## src/hdl/packbits_rle_encoder_core_defines.svh

```systemverilog
// Assertion macros shared by the encoder's RTL files.
`ifndef PACKBITS_RLE_ENCODER_CORE_DEFINES_SVH
`define PACKBITS_RLE_ENCODER_CORE_DEFINES_SVH

// Check a property on every rising edge outside reset.
`define PRLE_CHECK(lbl, ck, rs, prop, msg) \
  lbl: assert property (@(posedge ck) disable iff (rs) prop) else $error(msg);

// Check an implication on every rising edge, reset included.
`define PRLE_CHECK_ALWAYS(lbl, ck, prop, msg) \
  lbl: assert property (@(posedge ck) prop) else $error(msg);

`endif

```

## src/hdl/prle_pkg.sv

```systemverilog
// Types and constants shared by the PackBits encoder modules.
package prle_pkg;

  localparam int MAX_BLOCK  = 128;
  localparam int WORD_BYTES = 8;
  localparam int IDX_W      = $clog2(MAX_BLOCK);
  localparam int CNT_W      = $clog2(MAX_BLOCK + 1);
  localparam int FILL_W     = $clog2(WORD_BYTES + 1);
  localparam int FIFO_DEPTH = 4;
  localparam int FPTR_W     = $clog2(FIFO_DEPTH);
  localparam logic [12:0] ROW_LEN_CAP = 13'h1FFF;

  typedef struct packed {
    logic [7:0] data_byte;
    logic       row_end;
  } in_t;

  typedef struct packed {
    logic [63:0] code_word;
    logic [3:0]  byte_count;
    logic        burst_last;
    logic        row_done;
    logic [12:0] row_length;
  } out_t;

  // One code byte, or the end-of-beat marker.
  typedef struct packed {
    logic [7:0] data;
    logic       is_end;
    logic       last;
  } tok_t;

endpackage

```

## src/hdl/prle_ram.sv

```systemverilog
// Generic single-write, single-read RAM with registered read data.
module prle_ram #(
  parameter int WIDTH = 8,
  parameter int DEPTH = 128
) (
  input  logic                     clk,
  input  logic                     we,
  input  logic [$clog2(DEPTH)-1:0] waddr,
  input  logic [WIDTH-1:0]         wdata,
  input  logic [$clog2(DEPTH)-1:0] raddr,
  output logic [WIDTH-1:0]         rdata
);

  logic [WIDTH-1:0] mem [DEPTH];

  always_ff @(posedge clk) begin
    if (we) begin
      mem[waddr] <= wdata;
    end
    rdata <= mem[raddr];
  end

endmodule

```

## src/hdl/prle_fifo.sv

```systemverilog
// Short token queue between the block former and the word packer.
module prle_fifo (
  input  logic          clk,
  input  logic          rst,
  input  logic          push,
  input  prle_pkg::tok_t push_data,
  output logic          full,
  input  logic          pop,
  output prle_pkg::tok_t pop_data,
  output logic          empty
);

  prle_pkg::tok_t                   slots [prle_pkg::FIFO_DEPTH];
  logic [prle_pkg::FPTR_W-1:0]      wptr;
  logic [prle_pkg::FPTR_W-1:0]      rptr;
  logic [prle_pkg::FPTR_W:0]        fill;

  assign full     = (fill == (prle_pkg::FPTR_W + 1)'(prle_pkg::FIFO_DEPTH));
  assign empty    = (fill == '0);
  assign pop_data = slots[rptr];

  always_ff @(posedge clk) begin
    if (push && !full) begin
      slots[wptr] <= push_data;
    end
    if (rst) begin
      wptr <= '0;
      rptr <= '0;
      fill <= '0;
    end else begin
      if (push && !full) begin
        wptr <= wptr + 1'b1;
      end
      if (pop && !empty) begin
        rptr <= rptr + 1'b1;
      end
      if ((push && !full) && !(pop && !empty)) begin
        fill <= fill + 1'b1;
      end else if (!(push && !full) && (pop && !empty)) begin
        fill <= fill - 1'b1;
      end
    end
  end

endmodule

```

## src/hdl/prle_front.sv

```systemverilog
// Block former: classifies bytes into runs and literals and emits code bytes.
`include "packbits_rle_encoder_core_defines.svh"

module prle_front (
  input  logic           clk,
  input  logic           rst,
  input  logic           item_valid,
  output logic           item_stall,
  input  prle_pkg::in_t  item,
  output logic           tok_valid,
  output prle_pkg::tok_t tok,
  input  logic           tok_ready
);

  typedef enum logic [3:0] {
    S_IDLE, S_FEED, S_FLUSH, S_RUN0, S_RUN1, S_LITH, S_LITB, S_SING0, S_SING1, S_END
  } state_t;

  typedef enum logic [1:0] {
    MODE_IDLE, MODE_RUN, MODE_LIT
  } mode_t;

  state_t                      state;
  mode_t                       block_mode;
  logic                        flushing;
  logic                        last;
  logic [7:0]                  pb0, pb1, pb2;
  logic [1:0]                  pn;
  logic [7:0]                  la0, la1;
  logic [1:0]                  lv;
  logic [7:0]                  run_byte;
  logic [prle_pkg::CNT_W-1:0]  run_len;
  logic [prle_pkg::CNT_W-1:0]  lit_cnt;
  logic [prle_pkg::IDX_W-1:0]  lit_idx;

  logic [prle_pkg::CNT_W-1:0]  run_inc, cnt_inc;
  logic                        triple, adv, lit_done, we, replay;
  logic [prle_pkg::IDX_W-1:0]  raddr;
  logic [7:0]                  rdata;
  state_t                      ret_state;

  assign item_stall = (state != S_IDLE);
  assign run_inc    = run_len + 1'b1;
  assign cnt_inc    = lit_cnt + 1'b1;
  assign triple     = (la0 == la1) && (la1 == pb0);
  assign adv        = tok_valid && tok_ready;
  assign lit_done   = ({1'b0, lit_idx} == (lit_cnt - 1'b1));
  assign ret_state  = flushing ? S_FLUSH : S_FEED;

  // A literal close in the feed step reloads the pending bytes instead of popping.
  assign replay = (block_mode == MODE_LIT) && (lv == 2'd2) &&
                  (triple || (cnt_inc >= prle_pkg::CNT_W'(prle_pkg::MAX_BLOCK)));

  // Emit one code byte per state that produces one.
  always_comb begin
    tok_valid   = 1'b1;
    tok.data    = 8'd0;
    tok.is_end  = 1'b0;
    tok.last    = 1'b0;
    unique case (state)
      S_RUN0:  tok.data = 8'(9'd257 - 9'(run_len));
      S_RUN1:  tok.data = run_byte;
      S_LITH:  tok.data = 8'(lit_cnt - 1'b1);
      S_LITB:  tok.data = rdata;
      S_SING0: tok.data = 8'd0;
      S_SING1: tok.data = la0;
      S_END: begin
        tok.is_end = 1'b1;
        tok.last   = last;
      end
      default: tok_valid = 1'b0;
    endcase
  end

  // Read address runs one step ahead so rdata always matches lit_idx.
  always_comb begin
    if (state == S_LITB) begin
      raddr = adv ? lit_idx + 1'b1 : lit_idx;
    end else begin
      raddr = '0;
    end
  end

  // Commit the oldest lookahead byte into the literal store.
  assign we = ((state == S_FEED) && (pn != 2'd0) &&
               (((block_mode == MODE_IDLE) && (lv != 2'd0) && (pb0 != la0)) ||
                ((block_mode == MODE_LIT) && (lv == 2'd2) && !triple))) ||
              ((state == S_FLUSH) && (block_mode == MODE_LIT) && (lv != 2'd0));

  prle_ram #(.WIDTH(8), .DEPTH(prle_pkg::MAX_BLOCK)) u_lit_store (
    .clk   (clk),
    .we    (we),
    .waddr (lit_cnt[prle_pkg::IDX_W-1:0]),
    .wdata (la0),
    .raddr (raddr),
    .rdata (rdata)
  );

  always_ff @(posedge clk) begin
    if (rst) begin
      state      <= S_IDLE;
      block_mode <= MODE_IDLE;
      flushing   <= 1'b0;
      last       <= 1'b0;
      pn         <= 2'd0;
      lv         <= 2'd0;
      la0        <= 8'd0;
      la1        <= 8'd0;
      run_byte   <= 8'd0;
      run_len    <= '0;
      lit_cnt    <= '0;
      lit_idx    <= '0;
      pb0        <= 8'd0;
      pb1        <= 8'd0;
      pb2        <= 8'd0;
    end else begin
      unique case (state)
        S_IDLE: begin
          if (item_valid) begin
            pb0      <= item.data_byte;
            pn       <= 2'd1;
            last     <= item.row_end;
            flushing <= 1'b0;
            state    <= S_FEED;
          end
        end
        S_FEED: begin
          if (pn == 2'd0) begin
            flushing <= last;
            state    <= last ? S_FLUSH : S_END;
          end else begin
            if (!replay) begin
              // Pop the head byte.
              pb0 <= pb1;
              pb1 <= pb2;
              pn  <= pn - 1'b1;
            end
            unique case (block_mode)
              MODE_RUN: begin
                if (pb0 == run_byte) begin
                  run_len <= run_inc;
                  if (run_inc >= prle_pkg::CNT_W'(prle_pkg::MAX_BLOCK)) begin
                    state <= S_RUN0;
                  end
                end else begin
                  la0   <= pb0;
                  lv    <= 2'd1;
                  state <= S_RUN0;
                end
              end
              MODE_LIT: begin
                if (lv != 2'd2) begin
                  if (lv == 2'd0) begin
                    la0 <= pb0;
                  end else begin
                    la1 <= pb0;
                  end
                  lv <= lv + 1'b1;
                end else if (triple) begin
                  // Close the literal block and replay the three equal bytes.
                  pb0   <= la0;
                  pb1   <= la1;
                  pb2   <= pb0;
                  pn    <= 2'd3;
                  lv    <= 2'd0;
                  state <= S_LITH;
                end else begin
                  lit_cnt <= cnt_inc;
                  la0     <= la1;
                  la1     <= pb0;
                  if (cnt_inc >= prle_pkg::CNT_W'(prle_pkg::MAX_BLOCK)) begin
                    pb0   <= la1;
                    pb1   <= pb0;
                    pn    <= 2'd2;
                    lv    <= 2'd0;
                    state <= S_LITH;
                  end
                end
              end
              default: begin
                if (lv == 2'd0) begin
                  la0 <= pb0;
                  lv  <= 2'd1;
                end else if (pb0 == la0) begin
                  lv         <= 2'd0;
                  block_mode <= MODE_RUN;
                  run_byte   <= la0;
                  run_len    <= prle_pkg::CNT_W'(2);
                  if (prle_pkg::MAX_BLOCK <= 2) begin
                    state <= S_RUN0;
                  end
                end else begin
                  block_mode <= MODE_LIT;
                  lit_cnt    <= prle_pkg::CNT_W'(1);
                  la0        <= pb0;
                  lv         <= 2'd1;
                end
              end
            endcase
          end
        end
        S_FLUSH: begin
          unique case (block_mode)
            MODE_RUN: state <= S_RUN0;
            MODE_LIT: begin
              if (lv != 2'd0) begin
                la0     <= la1;
                lv      <= lv - 1'b1;
                lit_cnt <= cnt_inc;
                if (cnt_inc >= prle_pkg::CNT_W'(prle_pkg::MAX_BLOCK)) begin
                  state <= S_LITH;
                end
              end else begin
                state <= S_LITH;
              end
            end
            default: state <= (lv != 2'd0) ? S_SING0 : S_END;
          endcase
        end
        S_RUN0: begin
          if (adv) begin
            state <= S_RUN1;
          end
        end
        S_RUN1: begin
          if (adv) begin
            block_mode <= MODE_IDLE;
            run_len    <= '0;
            state      <= ret_state;
          end
        end
        S_LITH: begin
          if (adv) begin
            lit_idx <= '0;
            state   <= S_LITB;
          end
        end
        S_LITB: begin
          if (adv) begin
            if (lit_done) begin
              lit_idx    <= '0;
              lit_cnt    <= '0;
              block_mode <= MODE_IDLE;
              state      <= ret_state;
            end else begin
              lit_idx <= lit_idx + 1'b1;
            end
          end
        end
        S_SING0: begin
          if (adv) begin
            state <= S_SING1;
          end
        end
        S_SING1: begin
          if (adv) begin
            lv    <= 2'd0;
            state <= S_FLUSH;
          end
        end
        S_END: begin
          if (adv) begin
            state <= S_IDLE;
          end
        end
        default: state <= S_IDLE;
      endcase
    end
  end

  `PRLE_CHECK(a_lit_nonempty, clk, rst, (state == S_LITB) |-> (lit_cnt != '0), "literal close with empty block")
  `PRLE_CHECK(a_busy_after_accept, clk, rst, (item_valid && !item_stall) |=> item_stall, "front idle right after accept")
  `PRLE_CHECK(a_idle_quiet, clk, rst, (state == S_IDLE) |-> !tok_valid, "token offered while idle")

endmodule

```

## src/hdl/prle_back.sv

```systemverilog
// Word packer: gathers code bytes into words and marks beat and row ends.
`include "packbits_rle_encoder_core_defines.svh"

module prle_back (
  input  logic           clk,
  input  logic           rst,
  input  logic           tok_empty,
  input  prle_pkg::tok_t tok,
  output logic           tok_pop,
  output logic           code_valid,
  input  logic           code_stall,
  output prle_pkg::out_t code
);

  logic [63:0]                 word;
  logic [prle_pkg::FILL_W-1:0] fill;
  logic [12:0]                 row_total;
  logic                        full_word;
  logic                        word_out;

  assign tok_pop   = !tok_empty && (!code_valid || !code_stall);
  assign full_word = (fill == prle_pkg::FILL_W'(prle_pkg::WORD_BYTES));
  assign word_out  = tok_pop && (tok.is_end ? (fill != '0) : full_word);

  always_ff @(posedge clk) begin
    if (rst) begin
      code_valid <= 1'b0;
      word       <= 64'd0;
      fill       <= '0;
      row_total  <= 13'd0;
    end else begin
      if (word_out) begin
        code_valid <= 1'b1;
      end else if (code_valid && !code_stall) begin
        code_valid <= 1'b0;
      end
      if (tok_pop) begin
        if (tok.is_end) begin
          // Flush the partial word as the beat's last word.
          if (fill != '0) begin
            code.code_word  <= word;
            code.byte_count <= 4'(fill);
            code.burst_last <= 1'b1;
            code.row_done   <= tok.last;
            code.row_length <= tok.last ? row_total : 13'd0;
          end
          word <= 64'd0;
          fill <= '0;
          if (tok.last) begin
            row_total <= 13'd0;
          end
        end else begin
          if (row_total != prle_pkg::ROW_LEN_CAP) begin
            row_total <= row_total + 1'b1;
          end
          if (full_word) begin
            code.code_word  <= word;
            code.byte_count <= 4'(fill);
            code.burst_last <= 1'b0;
            code.row_done   <= 1'b0;
            code.row_length <= 13'd0;
            word            <= {56'd0, tok.data};
            fill            <= prle_pkg::FILL_W'(1);
          end else begin
            word[fill*8 +: 8] <= tok.data;
            fill              <= fill + 1'b1;
          end
        end
      end
    end
  end

  `PRLE_CHECK(a_flush_sends, clk, rst, (tok_pop && tok.is_end && (fill != '0)) |=> (code_valid && code.burst_last), "partial word not flushed")
  `PRLE_CHECK(a_done_is_last, clk, rst, (code_valid && code.row_done) |-> code.burst_last, "row end not on last word")
  `PRLE_CHECK(a_fill_range, clk, rst, (fill <= prle_pkg::FILL_W'(prle_pkg::WORD_BYTES)), "pack fill overflow")

endmodule

```

## src/hdl/packbits_rle_encoder_core.sv

```systemverilog
// Top level of the PackBits run-length encoder: former, queue and packer.
// A beat's code words pass from the former's states through the queue to the packer's registered output.
// A closing block emits its header and code bytes before the former takes the next byte.
// The former's sequencer sets the rate: one byte at a time, row ends add flush cycles.
// Reset (rst, synchronous, active high) clears all control state at once.
module packbits_rle_encoder_core (
  input  logic           clk,
  input  logic           rst,
  input  logic           item_valid,
  output logic           item_stall,
  input  prle_pkg::in_t  item,
  output logic           code_valid,
  input  logic           code_stall,
  output prle_pkg::out_t code
);

  // Token channel between the former and the queue.
  logic           tok_valid;
  prle_pkg::tok_t tok;
  logic           q_full;

  // Queue to packer.
  logic           q_empty;
  logic           q_pop;
  prle_pkg::tok_t q_tok;

  // The former accepts a beat, walks it through run/literal decisions and
  // pushes code bytes, ending every beat with an end marker.
  prle_front u_front (
    .clk        (clk),
    .rst        (rst),
    .item_valid (item_valid),
    .item_stall (item_stall),
    .item       (item),
    .tok_valid  (tok_valid),
    .tok        (tok),
    .tok_ready  (!q_full)
  );

  // Decouple the former from output back-pressure.
  prle_fifo u_queue (
    .clk       (clk),
    .rst       (rst),
    .push      (tok_valid),
    .push_data (tok),
    .full      (q_full),
    .pop       (q_pop),
    .pop_data  (q_tok),
    .empty     (q_empty)
  );

  // The packer holds a full word until the next token tells whether it
  // closes the beat, then drives the registered output.
  prle_back u_back (
    .clk        (clk),
    .rst        (rst),
    .tok_empty  (q_empty),
    .tok        (q_tok),
    .tok_pop    (q_pop),
    .code_valid (code_valid),
    .code_stall (code_stall),
    .code       (code)
  );

endmodule

```

## config.mk

```make
export PLATFORM = sky130hd
export DESIGN_NAME = packbits_rle_encoder_core
export DESIGN_NICKNAME = d
export VERILOG_FILES = /design/src/hdl/prle_pkg.sv /design/src/hdl/prle_ram.sv /design/src/hdl/prle_fifo.sv /design/src/hdl/prle_front.sv /design/src/hdl/prle_back.sv /design/src/hdl/packbits_rle_encoder_core.sv
export VERILOG_INCLUDE_DIRS = /design/src /design/src/hdl
export SDC_FILE = /design/constraint.sdc
export NUM_CORES = 2
export LEC_CHECK = 0
export BUFFER_PORTS_ARGS = -buffer_cell sky130_fd_sc_hd__buf_4
export CAP_MARGIN = 20
export CORE_MARGIN = 10
export CORE_UTILIZATION = 50
export DETAILED_ROUTE_END_ITERATION = 8
export PLACE_DENSITY = 0.7
export REMOVE_ABC_BUFFERS = 1
export SLEW_MARGIN = 20
export SYNTH_ARGS = -nofsm -noshare
export SYNTH_HDL_FRONTEND = slang
export SYNTH_SLANG_ARGS = --single-unit
```

## constraint.sdc

```tcl
create_clock -name clk -period 8.7 [get_ports clk]
set_input_delay 0 -clock clk [delete_from_list [all_inputs] [get_ports clk]]
set_output_delay 0 -clock clk [all_outputs]
set_load 0.01 [all_outputs]
```

; ---- Word-level counts from Yosys, hierarchy flattened
; Memory sizes are Yosys's and may differ from the RTL's. A register that Yosys moved wholly into a read port is not among the register bits.
; Cells that the tools add are included.
[totals]
output_inout_bits = 85
mem_count = 2
reg_bits = 255
inputBits = 13
wordCells = 306
mem_bits_rw = 1064
[memory_table]
columns = name, depth, word_bits, rd, rd_ports_with_merged_regs, wr, line_no
row1 = u_front.u_lit_store.mem, 128, 8, 1, 1, 1, prle_ram.sv:14  ; logic [WIDTH-1:0] mem [DEPTH];
row2 = u_queue.slots, 4, 10, 1, 1, 1, prle_fifo.sv:13  ; prle_pkg::tok_t slots [prle_pkg::FIFO_DEPTH];
[op_classes]
eq_ne = 58
n_lt_le_gt_ge = 2
n_mux = 129
reduce_logical = 66
add_sub_neg = 15
n_shift = 2
n_bitwise = 5
[ops]
columns = operator, n
row1 = 8-bit 2-to-1 mux, 38
row2 = 83-bit 2-to-1 mux, 3
row3 = 64-bit 2-to-1 mux, 2
row4 = 8-bit one-hot mux with 2 select lines, 6
row5 = 4-bit 2-to-1 mux, 20
row6 = 64-bit bitwise mux, 1
row7 = "8-bit by 34-bit variable shift with 64-bit output, first input constant", 1
row8 = 8-bit by 34-bit variable part select with 64-bit output, 1
row9 = 13-bit 2-to-1 mux, 4
row10 = 2-bit 2-to-1 mux, 26
row11 = 4-bit one-hot mux with 10 select lines, 1
row12 = 8-bit one-hot mux with 5 select lines, 1
row13 = 7-bit 2-to-1 mux, 5
row14 = 7-bit negator with 34-bit output, 1
row15 = 8-bit equality test, 4
row16 = "2-bit != test, second input constant", 13
row17 = 8-bit one-hot mux with 3 select lines, 1
row18 = 7-bit AND reduction, 3
row19 = 2-bit nonzero test, 10
row20 = "2-bit by 1-bit != test with 1-bit output, second input constant", 9
row21 = "3-bit != test, second input constant", 6
row22 = 1-bit logical AND, 17
row23 = "8-bit by 1-bit adder with 8-bit output, second input constant", 2
row24 = "4-bit by 3-bit equality test with 1-bit output, second input constant", 4
row25 = other kinds (48), 98

; ---- Logic depth before layout (Yosys ltp)
[depth]
depth_word = 11
ltp_mapped = 14
depth_no_buf = 11

; ---- Modules after synthesis
; Synthesis repeated with hierarchy kept, for this count alone.
[hier_totals]
hier_cells = 2897
area_unflattened_um2 = 53377.4
[by_module_without_submodules]
columns = module, instances, cells_each, area_each_um2, seq_area_each_um2
row1 = prle_ram, 1, 1634, 39656.8, 30909.6
row2 = prle_front, 1, 763, 5911.9, 1661.6
row3 = prle_back, 1, 399, 5895.7, 4134.0
row4 = prle_fifo, 1, 100, 1909.3, 1381.3
row5 = packbits_rle_encoder_core, 1, 1, 3.8, 0.0

; ---- Worst setup path after synthesis
; OpenSTA, ideal clock, no wires.
[synth_timing]
path_type = reg-to-reg
start = register u_back.fill[0] (netlist bit)
end = register u_back.code_valid
stages_incl_launch_ff = 10
period_less_slack_ps = 8222
t_arrival_ps = 8114
setup_slack_ps = 478
required_time_ps = 8593
n_path_buf = 2
path_cell_list = dfxtp_1 > inv_1 > ha_1 > clkbuf_1 > nand3b_1 > nand2b_1 > buf_2 > nand2_1 > a211oi_1 > o21bai_1
[synth_between]
elab_chain_cells = 4
word_cells_on_any_way = 6
[synth_lines]
columns = element, line_no
row1 = "start, declared", prle_back.sv:16  ; logic [prle_pkg::FILL_W-1:0] fill;
row2 = "start signal, assigned", prle_back.sv:63  ; fill <= prle_pkg::FILL_W'(1);
row3 = "start signal, assigned", prle_back.sv:66  ; fill <= fill + 1'b1;
row4 = 4-bit equality test or 4-bit nonzero test (tied branches), "prle_back.sv:22, prle_back.sv:23"
row5 = 1-bit 2-to-1 mux *, prle_back.sv:23  ; assign word_out = tok_pop && (tok.is_end ? (fill != '0) : full_word);
row6 = 1-bit logical AND *, prle_back.sv:23
row7 = 1-bit 2-to-1 mux or 2-bit nonzero test (tied branches), --
row8 = "end signal, assigned", prle_back.sv:27  ; code_valid <= 1'b0;
row9 = "end signal, assigned", prle_back.sv:33  ; code_valid <= 1'b1;
row10 = "end signal, assigned", prle_back.sv:35  ; code_valid <= 1'b0;
row11 = "end, declared", prle_back.sv:10  ; output logic code_valid,
; Mark *: on every way between the ends. The rest lies on a longest branch, timed or not.
; A chain may end at the register's enable or synchronous reset.

; ---- Worst setup path in the final report
[layout_timing]
start = register u_queue.fill[0] (netlist bit)
end = register u_front.u_lit_store.rdata[3], read port of u_front.u_lit_store.mem
[layout_between]
elab_chain_cells = 5
[layout_lines]
columns = element, line_no
row1 = "start, declared", prle_fifo.sv:16  ; logic [prle_pkg::FPTR_W:0] fill;
row2 = "start signal, assigned", prle_fifo.sv:38  ; fill <= fill + 1'b1;
row3 = "start signal, assigned", prle_fifo.sv:40  ; fill <= fill - 1'b1;
row4 = 3-bit equality test, prle_fifo.sv:18  ; assign full = (fill == (prle_pkg::FPTR_W + 1)'(prle_pkg::FIFO_DEPTH));
row5 = 1-bit logical NOT, packbits_rle_encoder_core.sv:37  ; .tok_ready (!q_full)
row6 = 1-bit logical AND, prle_front.sv:46  ; assign adv = tok_valid && tok_ready;
row7 = 7-bit 2-to-1 mux, prle_front.sv:78  ; raddr = adv ? lit_idx + 1'b1 : lit_idx;
row8 = 7-bit 2-to-1 mux, prle_front.sv:77  ; if (state == S_LITB) begin
row9 = "end, declared", prle_ram.sv:11  ; output logic [WIDTH-1:0] rdata
; No other way between the ends.

==> impl_summary.md <==
Pwr
The analysis attributes to cell leakage a power of 21.1 nW. The largest voltage drop on the vdd net is 0.211 mV. Power spread over the standard cell area amounts to 273 mW/mm2. The post-route total power is 16.8 mW.

Timing
Setup repair after global routing left no endpoint under its margin. The post-route worst hold slack is 109 ps. The maximum achievable frequency is 0.194 GHz.

The final-report max-slew violation count came to 0. The share of the clock period used by the worst path is 59.1%. The number of endpoints with negative hold slack in the final report is 0.

The final setup violation count is 0. The worst path in the final design needs a cycle of 5140 ps, including I/O delays and setup. The worst slew margin relative to its limit is 23.6%. Adding up every negative setup slack in the final design gives 0 ps.

For the pin with the worst max-slew slack, the measured transition is 1150 ps. On the final layout, the worst clock skew is 37.1 ps.

Global route
The total overflow left after global routing is 0. The initial antenna violation count is 1. The largest net degree at the start of global routing is 104. For this run, the total global-route usage over all layers was measured as 23.4%. The number of global-route vias before repair was 35400. The wire length of the first global-routing pass is 225000 um.

Clock tree
The number of resized instances in the post-cts repair step is 0. The source-to-sink clock delay at the later pin of the worst-skew pair is 750 ps. The clock tree from TritonCTS is built. The tree built by TritonCTS fans out to 1329 sinks. The level count of the clock H-tree is 4. Buffers inserted to repair hold after CTS numbered 14. The longest clock path from root to sink contains 3 buffers. The clock-pin slew on the worst setup and hold paths is 60 ps. The cell sitting at the root of the clock tree is a sky130_fd_sc_hd__clkbuf_16. In this run, CTS created clock tree buffers numbering 137. The number of buffers inserted to repair setup after CTS is 0.

Worst hold path
The worst hold path belongs to the class in2reg.

Placement
The final estimated routing congestion in global placement is 0.928. In this run, placement finished with an instance count of 5713. Once placement finished, the instance area stood at 0.0571 mm2.

The count of buffers added on input and output ports is 97. Once detailed placement completed, the half-perimeter wirelength came to 88700 um.

Critical path
The kind of critical path is reg2reg. The arrival time of data at the critical path endpoint is 5800 ps. In this run the worst path has a maximum fanout of 70. The required time at the worst-slack endpoint is 9350 ps.

The worst setup path is launched from a register. STA classifies the critical path endpoint as a register.

Yosys
Synthesis instantiated 96 different standard cells from the library. The top flip-flop cell by instance count after synthesis is sky130_fd_sc_hd__edfxtp_1. The async set or reset register ratio after synthesis is 0%. A synthesized cell averages 12.6 um2. The share of the Yosys chip area taken by registers is 68.9%. The Yosys step of the flow raised 0 warnings. Synthesis handed over a netlist of 4370 instances. The combined area of all synthesized cells is 0.0553 mm2. The flip-flop and latch count after synthesis is 1329. The count of flip-flops with a built-in enable after synthesis is 1147.

Finish
In the final design database the tool counted 4428 nets. Cells with a size suffix above 1 make up 9.64% of the layout. The number of antenna diodes is 0.

The most common library cell in the layout ignoring fill and taps is sky130_fd_sc_hd__edfxtp_1. The count of cells in the finished layout, fillers not included, comes to 5970. From synthesis to final layout, the design area changed by 11.4%. The finished cells cover 0.0616 mm2. In the layout the commonest cells are sky130_fd_sc_hd__edfxtp_1, sky130_fd_sc_hd__nand2_1, sky130_fd_sc_hd__nor2_1, sky130_fd_sc_hd__nand3_1, sky130_fd_sc_hd__mux2i_1.

Die
The width of the die is 352 um. The overall die area is 0.124 mm2. After floorplanning, the core was divided into 121 placement rows. For this configuration, the core starts out at a cell density of 50.6%. After floorplanning, the core was sized to cover 0.109 mm2.

In this run the vertical extent of the chip is 352 um. The number of top-level design ports is 98.

Run status
The flow ran to the end, and the final reports show no timing, DRC or antenna violations.

Routing
The via count of the routed design is 37200. Dividing the detail-routed via count by the number of cells gives 6.24. The number of detailed-route iterations in the first pass is 6. The detailed-route wire length is 150000 um. The routed wirelength normalized by instance count is 25.2 um. In this run the remaining antenna-violating nets after routing total 0.

The residual DRC count is 0. The detailed router finished its first iteration with 4928 violations.

Job
The max-capacitance violation count is 0.
-- critical path: stages, from the launching register on --
cell and delay (ps):
sky130_fd_sc_hd__dfxtp_1 480, sky130_fd_sc_hd__or3b_4 680, sky130_fd_sc_hd__nand3_4 600, sky130_fd_sc_hd__clkinv_2 450, sky130_fd_sc_hd__buf_4 720, sky130_fd_sc_hd__a21oi_1 180
sky130_fd_sc_hd__a22o_1 280, sky130_fd_sc_hd__a32oi_1 170, sky130_fd_sc_hd__a31oi_1 180, sky130_fd_sc_hd__nor4_1 580, sky130_fd_sc_hd__o22ai_1 360, sky130_fd_sc_hd__nor3_1 230
-- synth_stat cells (all sizes together), types with 19 or more instances --
cell    instances  area share [%]
buf           148             1.5
and3           45            0.51
inv            34            0.23
a22oi          71            0.96
ha             24            0.54
nor3           47            0.46
mux2           26            0.54
o21ai         115             1.0
a221oi         19            0.36
nand2         826             5.6
nand3         210             1.9
xnor2          44            0.71
xor2           28            0.44
o22ai          41            0.46
a211oi         31            0.44
dfxtp         182             6.6
mux2i         179             3.3
nor2          403             2.8
clkbuf        140            0.95
a31oi          68            0.77
edfxtp       1147              62
a32o           38            0.69
a21oi         156             1.4
a32oi         111             1.8
-- logic make-up after synthesis --
| logic type | count (synthesis) | share of synthesized area [%] |
|---|---|---|
| mux | 215 | 4.22 |
| fa+ha+maj | 25 | 0.580 |
| xor+xnor | 72 | 1.15 |
| simple gates | 1654 | 12.9 |
| flops | 1329 | 68.9 |
| compound gates | 752 | 9.53 |
| buf+inv | 323 | 2.69 |
-- registers in the layout, summed over array words and instances, names as in the netlist, 13 cells and up, named ones only --
| signal | count |
|---|---|
| u_front.u_lit_store.mem | 1024 |
| u_back.row_total | 13 |
| u_back.word | 64 |
| u_back.code | 83 |
| u_queue.slots | 40 |
-- metal layers --
layer	vias up	wire [um]	track usage [%]
li1	16300	-	-
met1	18200	58400	31.0
met2	2240	69300	36.6
met3	440	15800	5.00
met4	0	6910	10.7
met5	-	0	0
-- per-stage QoR --
stage	util (%)	worst slack, ps
final	56.3	3560
after global routing	56.3	3420
after CTS	56.3	3660
after detailed placement	52.3	3700
after global placement	52.3	3780
after floorplan	-	-1260
-- worst paths after layout --
| path | from | to | slack [ps] | cells after the start |
|---|---|---|---|---|
| setup / recovery | u_queue.fill[0]$_SDFFE_PP0P_ | u_front.u_lit_store.rdata[3]$_DFF_P_ | 3560 | 11 |
| hold reg to reg | u_back.word[0]$_SDFFE_PP0P_ | u_back.code[19]$_DFFE_PP_ | 420 | 0 |
| setup reg to reg | u_queue.fill[0]$_SDFFE_PP0P_ | u_front.u_lit_store.rdata[3]$_DFF_P_ | 3560 | 11 |
| hold / removal | rst | u_back.word[19]$_SDFFE_PP0P_ | 110 | 3 |
-- area by class of cell --
cell class                 instances  area (um2)
sequential                      1329       38100
inverter                          35         133
timing repair buffer             169        1340
multi-input combinational       2718       15800
fill                            8825       47700
clock buffer                     180        3670
tap                             1476        1850
clock inverter                    63         627
-- where the power goes --
part           total, mW  internal, mW  switching (mW)
clock network       5.69          3.28            2.41
registers           7.87          7.48           0.385
logic               3.26         0.967            2.29
(Power assumes the default switching activity.)
